## src/rtl/assert_macros.svh

```systemverilog
// ----------------------------------------------------------------------------
// Assertion macros
// Concurrent assertion wrappers used by the XOR k-bucket table update module.
// ----------------------------------------------------------------------------
`ifndef ASSERT_MACROS_SVH
`define ASSERT_MACROS_SVH

`ifndef SYNTHESIS
`define KBT_ASSERT(label, prop) \
   label: assert property (@(posedge clock) disable iff (reset) prop) \
      else $error("Assertion failed.");
`define KBT_ASSERT_RST(label, prop) \
   label: assert property (@(posedge clock) prop) \
      else $error("Assertion failed during or after reset.");
`else
`define KBT_ASSERT(label, prop)
`define KBT_ASSERT_RST(label, prop)
`endif

`endif

```

## src/rtl/kbt_pkg.sv

```systemverilog
// ----------------------------------------------------------------------------
// K-bucket table package
// Shared types and fixed field widths of the k-bucket table update block.
// ----------------------------------------------------------------------------
package kbt_pkg;

   localparam int ID_W     = 32;
   localparam int BUCKET_W = 6;
   localparam int FILL_W   = 4;

   typedef enum logic {
      S_IDLE,
      S_READ
   } kbt_state_type;

   typedef struct packed {
      logic hit;
      logic evict;
   } kbt_status_type;

endpackage

```

## src/rtl/kbt_row_update.sv

```systemverilog
// ----------------------------------------------------------------------------
// K-bucket row update
// Compares an identifier against every filled entry of one bucket row, then moves
// it to the front on a hit or pushes it to the front on a miss, evicting the
// tail entry when the row is full.
// ----------------------------------------------------------------------------
module kbt_row_update #(
   parameter int ID_BITS      = 32,
   parameter int BUCKET_DEPTH = 8,
   parameter int CNT_W        = 4
) (
   input  logic [BUCKET_DEPTH-1:0][ID_BITS-1:0] row_entries,
   input  logic [CNT_W-1:0]                     row_cnt,
   input  logic [ID_BITS-1:0]                   node_id,
   output logic [BUCKET_DEPTH-1:0][ID_BITS-1:0] new_entries,
   output logic [CNT_W-1:0]                     new_cnt,
   output logic [ID_BITS-1:0]                   evicted_id,
   output kbt_pkg::kbt_status_type              status
);

   import kbt_pkg::*;

   localparam int IDX_W = (BUCKET_DEPTH > 1) ? $clog2(BUCKET_DEPTH) : 1;

   logic [BUCKET_DEPTH-1:0] hit_vec;
   logic [IDX_W-1:0]        hit_pos;
   logic [CNT_W-1:0]        shift_limit;
   logic                    hit;
   logic                    full;

   always_comb begin
      hit_vec = '0;
      for (int k = 0; k < BUCKET_DEPTH; k++) begin
         hit_vec[k] = (CNT_W'(k) < row_cnt) && (row_entries[k] == node_id);
      end
      hit_pos = '0;
      for (int k = BUCKET_DEPTH - 1; k >= 0; k--) begin
         if (hit_vec[k]) begin
            hit_pos = IDX_W'(k);
         end
      end
      hit  = |hit_vec;
      full = (row_cnt >= CNT_W'(BUCKET_DEPTH));

      if (hit) begin
         shift_limit = CNT_W'(hit_pos);
      end else if (full) begin
         shift_limit = CNT_W'(BUCKET_DEPTH - 1);
      end else begin
         shift_limit = row_cnt;
      end

      new_entries    = row_entries;
      new_entries[0] = node_id;
      for (int k = 1; k < BUCKET_DEPTH; k++) begin
         if (CNT_W'(k) <= shift_limit) begin
            new_entries[k] = row_entries[k-1];
         end
      end

      status.hit   = hit;
      status.evict = !hit && full;
      evicted_id   = status.evict ? row_entries[BUCKET_DEPTH-1] : '0;
      new_cnt      = (hit || full) ? row_cnt : row_cnt + CNT_W'(1);
   end

endmodule

```

## config.mk

```make
export PLATFORM = sky130hd
export DESIGN_NAME = kbt_row_update
export DESIGN_NICKNAME = d
export VERILOG_FILES = /design/src/rtl/assert_macros.svh /design/src/rtl/kbt_pkg.sv /design/src/rtl/kbt_row_update.sv
export SDC_FILE = /design/constraint.sdc
export NUM_CORES = 1
export LEC_CHECK = 0
export ABC_AREA = 1
export BUFFER_PORTS_ARGS = -buffer_cell sky130_fd_sc_hd__buf_2
export CAP_MARGIN = 20
export CORE_AREA = 4 4 228 230
export DETAILED_ROUTE_END_ITERATION = 12
export DIE_AREA = 0 0 232 234
export GPL_TIMING_DRIVEN = 0
export PLACE_DENSITY = 0.5
export SETUP_SLACK_MARGIN = 0.02
export SYNTH_ARGS = -nofsm -noshare
export SYNTH_HDL_FRONTEND = slang
export SYNTH_SLANG_ARGS = --single-unit
```

## constraint.sdc

```tcl
create_clock -name vclk -period 4.7
set_input_delay 0.47 -clock vclk [all_inputs]
set_output_delay 0.47 -clock vclk [all_outputs]
set_load 0.01 [all_outputs]
```

==> reports/summary.txt <==
run status - finished clean
Post-Layout Inst Area - 12700 um2
full die area - 54300 um2
final standard cell count with taps included and fillers excluded - 3155
Setup crit end kind - primary output
pin count of the biggest net entering global routing - 20
unrepaired setup endpoints after global routing - false
total nets after synthesis - 2211
Worst setup SP type - input port
Syn Inst Count - 1916
hold slack - 1.12 ns
number of fill cells in the layout - 6191
total wirelength of the detailed-routed design - 88.5 mm
overall die width - 232 um
Final GP Congestion - 1.02
syn avg cell area - 4.72 um2
number of global-route vias before repair - 15000
final cycle utilization of the critical path - 97.5%
type of the worst setup path - in2out
total half-perimeter wirelength after legalization and detailed placement - 73.2 mm
Cell Count Post-Placement - 3150
overall power - 1.61 mW
number of cells on the worst hold path - 2
synthesized cell area - 9030 um2
Overflow after GRT - 0
vias per std cell - 4.96
worst ir drop on vdd - 0.0541 mV
proportion of layout cells with a drive suffix above 1 - 28.7%
post-layout worst setup margin - 0.118 ns
Seq Cell Count - 0
fmax - 218 MHz
first-pass GRT wire length - 116 mm
number of antenna violations at the first check in global routing - 7
via count of the routed design - 15700
gr usage total - 30.4%
actual transition at the worst max-transition pin - 0.809 ns
number of port buffers - 562
count of final max-slew check failures - 0
antenna-violating nets left - 0
number of clock-tree buffers in the layout - 0
instance area at placement - 12700 um2
power density cells - 126 nW/um2
drc violations - 0
initial detailed-routing violation count - 1471
Layout area overhead - 40.7%
post-layout net count - 2775
FP Rows - 82
Rel. slew slack - 45.7%
I/O pin count - 586
Crit Path Max Fanout - 19
Core ar. - 49900 um2
Layout Utilization - 25.5%
Post-Place Worst Slack - -0.0133 ns
die height - 234 um
leakage power total - 7.48 nW
detailed-router iteration count before antenna repair - 5
count of yosys warnings during synthesis - 0
per-cell routed wire length - 28.1 um
worst path arrival time - 4.11 ns
final hold viol count - 0
count of final setup violators - 0
time the worst path needs with I/O delays and setup - 4.58 ns
Cell variety after synth - 39
worst path required time - 4.23 ns
Seq/Total Area, Yosys - 0%
min-delay worst type - in2out
setup TNS - 0 ns
leading cell type in the layout, fill and taps excluded - sky130_fd_sc_hd__nand2_1
effective utilization at floorplan - 18.1%
most used cells in the layout excluding fill and tap cells - sky130_fd_sc_hd__nand2_1 (799), sky130_fd_sc_hd__buf_2 (616), sky130_fd_sc_hd__nor2_1 (211), sky130_fd_sc_hd__inv_1 (170), sky130_fd_sc_hd__nand3_1 (136)
register area - 0 um2
count of max-cap constraint violations - 0
==> critical path: stages <==
cell and delay, ns:
sky130_fd_sc_hd__buf_2 0.49, sky130_fd_sc_hd__inv_1 0.51, sky130_fd_sc_hd__nand2_1 0.22, sky130_fd_sc_hd__o21ai_0 0.10
sky130_fd_sc_hd__nor2_1 0.12, sky130_fd_sc_hd__nand3_1 0.08, sky130_fd_sc_hd__nor2_1 0.17, sky130_fd_sc_hd__nand3_1 0.12
sky130_fd_sc_hd__nand2_1 0.12, sky130_fd_sc_hd__nor2_2 0.07, sky130_fd_sc_hd__nand2_1 0.17, sky130_fd_sc_hd__buf_2 0.49
sky130_fd_sc_hd__buf_1 0.48, sky130_fd_sc_hd__nand3_1 0.15, sky130_fd_sc_hd__nand2_1 0.14, sky130_fd_sc_hd__buf_2 0.15
==> per-layer routing <==
layer  global-route usage [%]  share of wire [%]  routed length [um]
met5                        0              0.033                  29
met2                     50.5                 45               39900
met3                     5.84                8.7                7700
met4                     14.3                5.8                5090
met1                     38.1                 40               35800
==> cell families (layout without fill, tap and decap cells) <==
family	Yosys count	count (layout)	share of synthesized area (%)
buffers and inverters	321	883	16.6
and+or+nand+nor	1348	1348	63.8
other	0	5	0
adders and majority gates	3	3	0.415
AOI/OAI and AO/OA	120	120	7.10
xor gates and xnor gates	124	124	12.0
==> final cells by class <==
class                      count  area (um2)  share of cell area [%]
tap                          672         841                    6.61
multi-input combinational   1595        7530                    59.2
inverter                     185         698                    5.49
timing repair buffer         563        2820                    22.2
buffer                       135         811                    6.38
antenna                        5        12.5                  0.0984
==> worst paths after layout <==
kind / startpoint / endpoint / slack [ns]
max: node_id[21] / new_entries[125] / 0.12
min: node_id[10] / new_entries[10] / 1.12
==> what timing repair did <==
action	CTS	global route
hold buffers	0	0
buffers inserted	0	1
setup endpoints to repair	1	2
resized for setup	0	3
==> synthesized netlist by cell type, types with 13 or more instances <==
cell type / count / area share (%)
sky130_fd_sc_hd__nand2_1: 799 / 33
sky130_fd_sc_hd__nor2_1: 211 / 8.8
sky130_fd_sc_hd__inv_1: 171 / 7.1
sky130_fd_sc_hd__nand3_1: 136 / 7.5
sky130_fd_sc_hd__nand4_1: 106 / 7.3
sky130_fd_sc_hd__o21ai_0: 83 / 4.6
sky130_fd_sc_hd__xnor2_1: 79 / 7.7
sky130_fd_sc_hd__buf_2: 56 / 3.1
sky130_fd_sc_hd__buf_4: 49 / 4.1
sky130_fd_sc_hd__xor2_1: 45 / 4.4
sky130_fd_sc_hd__nor3_1: 36 / 2.0
sky130_fd_sc_hd__clkbuf_1: 21 / 0.87
sky130_fd_sc_hd__o21ai_1: 15 / 0.83
sky130_fd_sc_hd__inv_2: 13 / 0.54
sky130_fd_sc_hd__nor3b_1: 13 / 1.1
==> power by group <==
part / total [mW] / switching, mW / internal (mW)
Clock: 0.000000102 / 0 / 0.000000102
Sequential: 0 / 0 / 0
Combinational: 1.61 / 1.10 / 0.511
Total: 1.61 / 1.10 / 0.511
(Power assumes the default switching activity.)
